### src/sv/hdnp_pkg.sv
// Package for the hex/decimal number parser.
// Holds the character constants, the queue sizes, the classified-beat type, enums and the classifier.
// No dependencies.
`default_nettype none

package hdnp_pkg;

    localparam int unsigned QUEUE_DEPTH = 2;
    localparam int unsigned QUEUE_AW    = $clog2(QUEUE_DEPTH);
    localparam int unsigned QUEUE_CW    = $clog2(QUEUE_DEPTH + 1);

    localparam logic [7:0] CH_NUL   = 8'h00;
    localparam logic [7:0] CH_TAB   = 8'h09;
    localparam logic [7:0] CH_CR    = 8'h0D;
    localparam logic [7:0] CH_SPACE = 8'h20;
    localparam logic [7:0] CH_PLUS  = 8'h2B;
    localparam logic [7:0] CH_MINUS = 8'h2D;
    localparam logic [7:0] CH_ZERO  = 8'h30;
    localparam logic [7:0] CH_NINE  = 8'h39;
    localparam logic [7:0] CH_A_UP  = 8'h41;
    localparam logic [7:0] CH_H_UP  = 8'h48;
    localparam logic [7:0] CH_X_UP  = 8'h58;
    localparam logic [7:0] CH_Z_UP  = 8'h5A;
    localparam logic [7:0] CH_A_LO  = 8'h61;
    localparam logic [7:0] CH_H_LO  = 8'h68;
    localparam logic [7:0] CH_X_LO  = 8'h78;
    localparam logic [7:0] CH_Z_LO  = 8'h7A;

    localparam logic [8:0] LETTER_BASE = 9'd10;
    localparam logic [31:0] EMPTY_VALUE = 32'hFFFF_FFFF;

    typedef enum logic [1:0] {
        POS_FIRST     = 2'd0,
        POS_AFTER_NUL = 2'd1,
        POS_SECOND    = 2'd2,
        POS_LATER     = 2'd3
    } t_pos;

    typedef enum logic [1:0] {
        PH_SKIP   = 2'd0,
        PH_DIGITS = 2'd1,
        PH_STOP   = 2'd2
    } t_phase;

    typedef struct packed {
        logic       last;
        logic       nul;
        logic       zero;
        logic       x;
        logic       h;
        logic       plus;
        logic       minus;
        logic       space;
        logic       digit;
        logic [3:0] dec;
        logic [8:0] dv;     // two's complement digit value, sign-extended downstream
    } t_item;

    function automatic t_item classify(input logic [7:0] c, input logic last);
        t_item it;
        it.last  = last;
        it.nul   = (c == CH_NUL);
        it.zero  = (c == CH_ZERO);
        it.x     = (c == CH_X_LO) || (c == CH_X_UP);
        it.h     = (c == CH_H_LO) || (c == CH_H_UP);
        it.plus  = (c == CH_PLUS);
        it.minus = (c == CH_MINUS);
        it.space = (c == CH_SPACE) || (c inside {[CH_TAB:CH_CR]});
        it.digit = c inside {[CH_ZERO:CH_NINE]};
        it.dec   = c[3:0];
        if (c inside {[CH_A_UP:CH_Z_UP]}) begin
            it.dv = {1'b0, c} - {1'b0, CH_A_UP} + LETTER_BASE;
        end else if (c inside {[CH_A_LO:CH_Z_LO]}) begin
            it.dv = {1'b0, c} - {1'b0, CH_A_LO} + LETTER_BASE;
        end else begin
            it.dv = {1'b0, c} - {1'b0, CH_ZERO};
        end
        return it;
    endfunction

endpackage

`default_nettype wire

### src/sv/hex_or_decimal_number_parser_core.sv
// Top level of the streaming hex/decimal number parser.
// Instantiates hdnp_front and hdnp_back; depends on hdnp_pkg.
//
//   channel  | side | handshake     | payload
//   ---------+------+---------------+-----------------------------------------
//   chars    | in   | push / full   | i_char_code[7:0], i_is_last
//   results  | out  | empty / pop   | o_value[31:0], o_read_as_hex, o_was_empty
//
// One character per cycle sustained while the back end does not stall; it steps once per beat.
// A last character passes through a queue slot and then the result register before its result is visible.
// A 2-beat queue between front and back lets each side stall on its own;
// the back end only stalls on a last character while a result is still unread.
// Reset is synchronous; after it the queue and the result register are empty.
`default_nettype none

module hex_or_decimal_number_parser_core
    import hdnp_pkg::*;
(
    input  wire logic        i_clk,
    input  wire logic        i_rst_n,
    input  wire logic        push,
    output logic             full,
    input  wire logic [7:0]  i_char_code,
    input  wire logic        i_is_last,
    output logic             empty,
    input  wire logic        pop,
    output logic [31:0]      o_value,
    output logic             o_read_as_hex,
    output logic             o_was_empty
);

    t_item w_head;
    logic  w_head_valid;
    logic  w_take;

    hdnp_front u_front (
        .i_clk        (i_clk),
        .i_rst_n      (i_rst_n),
        .push         (push),
        .full         (full),
        .i_char_code  (i_char_code),
        .i_is_last    (i_is_last),
        .i_take       (w_take),
        .o_head       (w_head),
        .o_head_valid (w_head_valid)
    );

    hdnp_back u_back (
        .i_clk         (i_clk),
        .i_rst_n       (i_rst_n),
        .i_head        (w_head),
        .i_head_valid  (w_head_valid),
        .o_take        (w_take),
        .empty         (empty),
        .pop           (pop),
        .o_value       (o_value),
        .o_read_as_hex (o_read_as_hex),
        .o_was_empty   (o_was_empty)
    );

endmodule

`default_nettype wire

### src/sv/hdnp_front.sv
// Front end: classifies incoming characters and queues them for the back end.
// Depends on hdnp_pkg.
`default_nettype none

module hdnp_front
    import hdnp_pkg::*;
(
    input  wire logic       i_clk,
    input  wire logic       i_rst_n,
    input  wire logic       push,
    output logic            full,
    input  wire logic [7:0] i_char_code,
    input  wire logic       i_is_last,
    input  wire logic       i_take,
    output t_item           o_head,
    output logic            o_head_valid
);

    t_item                r_slot [QUEUE_DEPTH];
    logic [QUEUE_AW-1:0]  r_rd;
    logic [QUEUE_AW-1:0]  r_wr;
    logic [QUEUE_CW-1:0]  r_count;
    logic                 w_push;
    logic                 w_pop;

    assign full         = (r_count == QUEUE_CW'(QUEUE_DEPTH));
    assign o_head_valid = (r_count != '0);
    assign o_head       = r_slot[r_rd];
    assign w_push       = push && !full;
    assign w_pop        = i_take && o_head_valid;

    always_ff @(posedge i_clk) begin
        if (!i_rst_n) begin
            r_rd    <= '0;
            r_wr    <= '0;
            r_count <= '0;
        end else begin
            if (w_push) begin
                r_wr <= (r_wr == QUEUE_AW'(QUEUE_DEPTH - 1)) ? '0 : r_wr + 1'b1;
            end
            if (w_pop) begin
                r_rd <= (r_rd == QUEUE_AW'(QUEUE_DEPTH - 1)) ? '0 : r_rd + 1'b1;
            end
            if (w_push && !w_pop) begin
                r_count <= r_count + 1'b1;
            end else if (w_pop && !w_push) begin
                r_count <= r_count - 1'b1;
            end
        end
    end

    always_ff @(posedge i_clk) begin
        if (w_push) begin
            r_slot[r_wr] <= classify(i_char_code, i_is_last);
        end
    end

endmodule

`default_nettype wire

### src/sv/hdnp_back.sv
// Back end: runs the hex and decimal accumulations on classified beats and
// holds the finished result in an output register. Depends on hdnp_pkg.
`default_nettype none

module hdnp_back
    import hdnp_pkg::*;
(
    input  wire logic   i_clk,
    input  wire logic   i_rst_n,
    input  t_item       i_head,
    input  wire logic   i_head_valid,
    output logic        o_take,
    output logic        empty,
    input  wire logic   pop,
    output logic [31:0] o_value,
    output logic        o_read_as_hex,
    output logic        o_was_empty
);

    t_pos        r_pos,        n_pos;
    logic        r_first_zero, n_first_zero;
    logic        r_prefix,     n_prefix;
    logic [31:0] r_hex_sum,    n_hex_sum;
    logic [31:0] r_hex_full,   n_hex_full;
    logic        r_body,       n_body;
    logic [31:0] r_dec,        n_dec;
    t_phase      r_phase,      n_phase;
    logic        r_neg,        n_neg;
    logic        r_pend_h,     n_pend_h;
    logic        r_term,       n_term;

    logic        r_out_valid;
    logic [31:0] r_value;
    logic        r_hex;
    logic        r_empty;

    logic        w_step;
    logic        w_take_en;
    logic        w_clear;
    logic [31:0] w_dv;
    logic [31:0] w_dec10;
    logic [31:0] w_dig;
    logic [31:0] w_res_value;
    logic        w_res_hex;
    logic        w_res_empty;

    assign w_step  = i_head_valid && (!i_head.last || !r_out_valid || pop);
    assign o_take  = w_step;
    assign w_dv    = {{23{i_head.dv[8]}}, i_head.dv};
    assign w_dec10 = {r_dec[28:0], 3'b000} + {r_dec[30:0], 1'b0};
    assign w_dig   = {28'd0, i_head.dec};

    always_comb begin
        n_pos = r_pos;
        case (r_pos)
            POS_FIRST:     n_pos = i_head.nul ? POS_AFTER_NUL : POS_SECOND;
            POS_AFTER_NUL: n_pos = POS_SECOND;
            POS_SECOND:    n_pos = POS_LATER;
            POS_LATER:     n_pos = POS_LATER;
            default:       n_pos = POS_FIRST;
        endcase
    end

    always_comb begin
        w_take_en    = 1'b0;
        w_clear      = 1'b0;
        n_first_zero = r_first_zero;
        n_prefix     = r_prefix;
        case (r_pos)
            POS_FIRST: begin
                if (!i_head.nul) begin
                    n_first_zero = i_head.zero;
                    w_take_en    = 1'b1;
                end
            end
            POS_AFTER_NUL: begin
                n_first_zero = i_head.zero;
                w_take_en    = 1'b1;
            end
            POS_SECOND: begin
                if (r_first_zero && !r_prefix && !r_term && i_head.x) begin
                    n_prefix = 1'b1;
                    w_clear  = 1'b1;
                end else begin
                    w_take_en = 1'b1;
                end
            end
            default: w_take_en = 1'b1;
        endcase
    end

    always_comb begin
        n_hex_sum  = r_hex_sum;
        n_hex_full = r_hex_full;
        n_body     = r_body;
        n_dec      = r_dec;
        n_phase    = r_phase;
        n_neg      = r_neg;
        n_pend_h   = r_pend_h;
        n_term     = r_term;
        if (w_clear) begin
            n_hex_sum  = '0;
            n_hex_full = '0;
            n_body     = 1'b0;
            n_dec      = '0;
            n_phase    = PH_SKIP;
            n_neg      = 1'b0;
            n_pend_h   = 1'b0;
            n_term     = 1'b0;
        end else if (w_take_en && !r_term) begin
            if (i_head.nul) begin
                n_term = 1'b1;
            end else begin
                // hex_full holds the sum including the newest character taken before a NUL terminator
                n_hex_sum  = r_hex_full;
                n_hex_full = {r_hex_full[27:0], 4'b0000} + w_dv;
                n_pend_h   = i_head.h;
                n_body     = 1'b1;
                case (r_phase)
                    PH_SKIP: begin
                        if (i_head.space) begin
                            n_phase = PH_SKIP;
                        end else if (i_head.plus) begin
                            n_phase = PH_DIGITS;
                        end else if (i_head.minus) begin
                            n_neg   = 1'b1;
                            n_phase = PH_DIGITS;
                        end else if (i_head.digit) begin
                            n_dec   = w_dig;
                            n_phase = PH_DIGITS;
                        end else begin
                            n_phase = PH_STOP;
                        end
                    end
                    PH_DIGITS: begin
                        if (i_head.digit) begin
                            // signed running value: the sign is folded in per digit
                            n_dec = r_neg ? (w_dec10 - w_dig) : (w_dec10 + w_dig);
                        end else begin
                            n_phase = PH_STOP;
                        end
                    end
                    default: n_phase = r_phase;
                endcase
            end
        end
    end

    always_comb begin
        w_res_hex   = n_prefix;
        w_res_empty = 1'b0;
        if (!n_body) begin
            w_res_value = EMPTY_VALUE;
            w_res_empty = 1'b1;
        end else if (n_pend_h) begin
            w_res_value = n_hex_sum;
            w_res_hex   = 1'b1;
        end else if (n_prefix) begin
            w_res_value = n_hex_full;
        end else begin
            w_res_value = n_dec;
        end
    end

    always_ff @(posedge i_clk) begin
        if (!i_rst_n || (w_step && i_head.last)) begin
            r_pos        <= POS_FIRST;
            r_first_zero <= 1'b0;
            r_prefix     <= 1'b0;
            r_hex_sum    <= '0;
            r_hex_full   <= '0;
            r_body       <= 1'b0;
            r_dec        <= '0;
            r_phase      <= PH_SKIP;
            r_neg        <= 1'b0;
            r_pend_h     <= 1'b0;
            r_term       <= 1'b0;
        end else if (w_step) begin
            r_pos        <= n_pos;
            r_first_zero <= n_first_zero;
            r_prefix     <= n_prefix;
            r_hex_sum    <= n_hex_sum;
            r_hex_full   <= n_hex_full;
            r_body       <= n_body;
            r_dec        <= n_dec;
            r_phase      <= n_phase;
            r_neg        <= n_neg;
            r_pend_h     <= n_pend_h;
            r_term       <= n_term;
        end
    end

    always_ff @(posedge i_clk) begin
        if (!i_rst_n) begin
            r_out_valid <= 1'b0;
        end else if (w_step && i_head.last) begin
            r_out_valid <= 1'b1;
        end else if (pop) begin
            r_out_valid <= 1'b0;
        end
    end

    always_ff @(posedge i_clk) begin
        if (w_step && i_head.last) begin
            r_value <= w_res_value;
            r_hex   <= w_res_hex;
            r_empty <= w_res_empty;
        end
    end

    assign empty         = !r_out_valid;
    assign o_value       = r_value;
    assign o_read_as_hex = r_hex;
    assign o_was_empty   = r_empty;

endmodule

`default_nettype wire

### config.mk
export PLATFORM = sky130hd
export DESIGN_NAME = hex_or_decimal_number_parser_core
export DESIGN_NICKNAME = d
export VERILOG_FILES = /design/src/sv/hdnp_pkg.sv /design/src/sv/hex_or_decimal_number_parser_core.sv /design/src/sv/hdnp_front.sv /design/src/sv/hdnp_back.sv
export SDC_FILE = /design/constraint.sdc
export NUM_CORES = 1
export LEC_CHECK = 0
export BUFFER_PORTS_ARGS = -buffer_cell sky130_fd_sc_hd__buf_2
export CAP_MARGIN = 5
export CORE_MARGIN = 5
export CORE_UTILIZATION = 60
export CTS_BUF_LIST = sky130_fd_sc_hd__clkbuf_4
export CTS_CLUSTER_SIZE = 10
export DETAILED_ROUTE_END_ITERATION = 8
export GPL_ROUTABILITY_DRIVEN = 0
export PLACE_DENSITY = 0.78
export SYNTH_ARGS = -nofsm -noshare
export SYNTH_HDL_FRONTEND = slang
export SYNTH_SLANG_ARGS = --single-unit
### constraint.sdc
create_clock -name i_clk -period 6.5 [get_ports i_clk]
set_input_delay 1.95 -clock i_clk [delete_from_list [all_inputs] [get_ports i_clk]]
set_output_delay 1.95 -clock i_clk [all_outputs]
set_load 0.005 [all_outputs]
==> metrics <==
post-synthesis cell type count=92; share of cells above drive strength 1=0.0943; design area=0.0143 mm^2; DIE WIDTH=about 160 um; switch share=0.502; Filler cells=1935; Vert. Die Dim=161 um; max_cap viols=0; Int Pwr=3250 uW; worst-skew pair later-pin latency=0.63 ns; post-cts resize count=0; postcts setup bufs=0; Post-synth ARST share=0; row count=55; max-slew violation count=0; first drt pass iteration count=6; Clock power frac=0.105; drt total wl=37700 um; Area growth syn-to-layout=5.35%; VDD IR-drop max=between 0.0004 and 0.0005 V; clock-pin slew on the worst setup and hold paths=0.17 ns; Worst EP arrival=between 5 and 6 ns; area occupied by multi-input gates=0.00859 mm^2; Worst path max stage delay=around 0.86 ns; final setup fails=0; antenna violations before repair=0; Mapped Nets=~1700; DR WL/cell=19.6 um; Vias=between 10000 and 15000; synthesized area=0.0136 mm^2; Leak=0.00554 uW; register area share after synthesis=0.337; Power Dens Cells=between 400 and 500 mW/mm^2; Gate power share=0.601; full die area=0.0258 mm^2; period utilization=0.753; Via density=6.62; core area=0.0225 mm^2; RSZ-0062 raised after global routing=false; I/O pins=49; Syn Inst Count=1634; H-tree levels=4; GR Overflow Total=0; status=finished, final reports clean; Clock Tree Root=clkbuf_4; Max Clock Skew=0.0209 ns; final hold violation count=0; post-route ant nets=0; NetSw=between 3000 and 4000 uW; Num CTS Buffers=17; number of global-route vias before repair=~12000; starting DRC count in detailed routing=between 1000 and 1500; CP max FO=16; largest net degree at the start of global routing=76; post-route minimum period=a little under 5 ns; antenna cells=0; critical path class=register to register; Fmax=0.204 GHz; clk sinks=between 150 and 200; Placed Area=0.0140 mm^2; fin nets=1719; worst setup margin=1.60 ns; most common flop cell mapped by yosys=dfxtp_1; Startpoint Class=register; crit end category=register; FF+latch area=0.00458 mm^2; Core Util, Final=0.637; post-synthesis average cell area=8.32 um^2; max_slew headroom=0.194; Post-synth EDFFs=78; Slew @ Worst Pin=around 1.2 ns; total power=6530 uW; r2r setup slk=roughly 1.6 ns; HPWL after DPL=26900 um; Setup TNS Final=0 ns; DRC viols=0; GRT Total Usage=0.288; Yosys warning total=0; sequential power share=0.294; worst path cell trace=mux2_2, ha_1, fa_1, a21o_1, a21o_1, a211oi_1, o2111ai_1, a41oi_1, o21ai_0, xnor2_1, nor2_1, a31oi_1, nor3_1, or4_1; Hold Path Class=register to register; # port buffers=48; Seq cells post-synth=190; CTS tree=built; Starting Density=0.604; CTS Buffer Depth=2; Required @ worst endpoint=6.87 ns; CTS Hold Bufs=0; slowest CP cell=dfxtp_1; most used cell, CP=a21o_1; first-pass GRT wire length=61400 um; DP Worst Slack=1.67 ns
## routing by layer
layer | vias to the layer above | track usage | part of all wire
met5 | - | 0 | 0
met4 | 0 | 0.114 | 0.037
met3 | 90 | 0.0431 | 0.078
met2 | 604 | 0.463 | 0.46
met1 | 5971 | 0.392 | 0.42
li1 | 6103 | - | -
## sequential cells by signal, summed over array words and instances (netlist names), 2 cells and up, named ones only
| name | cells |
|---|---|
| u_back.o_value | 32 |
| u_back.r_dec | 32 |
| u_back.r_hex_full | 32 |
| u_back.r_hex_sum | 32 |
| u_back.r_phase | 2 |
| u_back.r_pos | 2 |
| u_front.r_count | 2 |
| u_front.r_slot | 44 |
## worst max-delay path: cells and delay by family, from the launching register on
kind | cells | cell delay (ns)
compound gates | 7 | 1.99
xor+xnor | 1 | 0.20
fa+ha+maj | 2 | 0.64
flops | 1 | 0.86
mux | 1 | 0.42
simple gates | 3 | 0.54
## final cells by class
cell class	instances	share of cell area
repair buffers	65	0.0257
clock buffers	17	0.00891
multi-input cells	1322	0.600
well taps	285	0.0249
clock inverters	15	0.0120
flip-flops and latches	190	0.320
inverters	34	0.00891
## metrics by stage
| step | cells | hold slack [ns] |
|---|---|---|
| 3_3_place_gp | 1896 | 0.442 |
| 3_5_place_dp | 1896 | 0.447 |
| 2_1_floorplan | 1634 | 0.437 |
| 6_report | 1928 | 0.468 |
| 4_1_cts | 1928 | 0.467 |
| 5_1_grt | 1928 | 0.487 |
## power by group through the flow
stage | Combinational (uW) | Clock, uW | Sequential, uW
after detailed placement | 3840 | 0 | 1940
final | 3930 | 684 | 1920
after floorplan | 2920 | 0 | 1830
after CTS | 3860 | 688 | 1910
after global routing | 4320 | 748 | 1950
after global placement | 3760 | 0 | 1930
## cell usage after synthesis (all sizes together), types with 33 or more instances
master | n | area share
nor2 | 186 | 0.052
nand2 | 181 | 0.050
a21oi | 142 | 0.052
dfxtp | 112 | 0.16
o21ai | 93 | 0.034
edfxtp | 78 | 0.17
ha | 72 | 0.066
clkbuf | 68 | 0.019
xnor2 | 53 | 0.035
a22oi | 49 | 0.027
a211oi | 40 | 0.022
nand3 | 36 | 0.013
a21o | 35 | 0.020
inv | 33 | 0.0091
nor3 | 33 | 0.013
## cell usage in the layout, fill, tap and decap left out, drive strengths merged, types with 24 or more instances in the layout
master  synthesis  layout
nor3           33      33
nand2         181     181
buf            20      65
ha             72      72
nand3          36      36
edfxtp         78      78
xnor2          53      53
dfxtp         112     112
inv            33      43
nor2          186     186
a211oi         40      40
a21oi         142     142
xor2           24      24
a22oi          49      49
a31oi          24      24
a21o           35      35
o21ai          93      93
## cell families (layout without fill, tap and decap cells)
family	Yosys count	in the layout	synth area share
compound gates	544	544	0.270
flops	190	190	0.337
fa+ha+maj	76	76	0.0721
mux	33	33	0.0255
buf+inv	122	131	0.0350
simple gates	592	592	0.210
xor+xnor	77	77	0.0501
## worst paths after layout
check,startpoint,cells past startpoint,endpoint
worst max-delay path,register,14,u_back.o_value[26]
worst min-delay path,u_back.r_hex_sum[5],2,u_back.r_hex_sum[5]
worst max register to register,register,14,u_back.o_value[26]
worst min register to register,u_back.r_hex_sum[5],2,u_back.r_hex_sum[5]
Note: power is estimated with default switching activity, not from simulation.
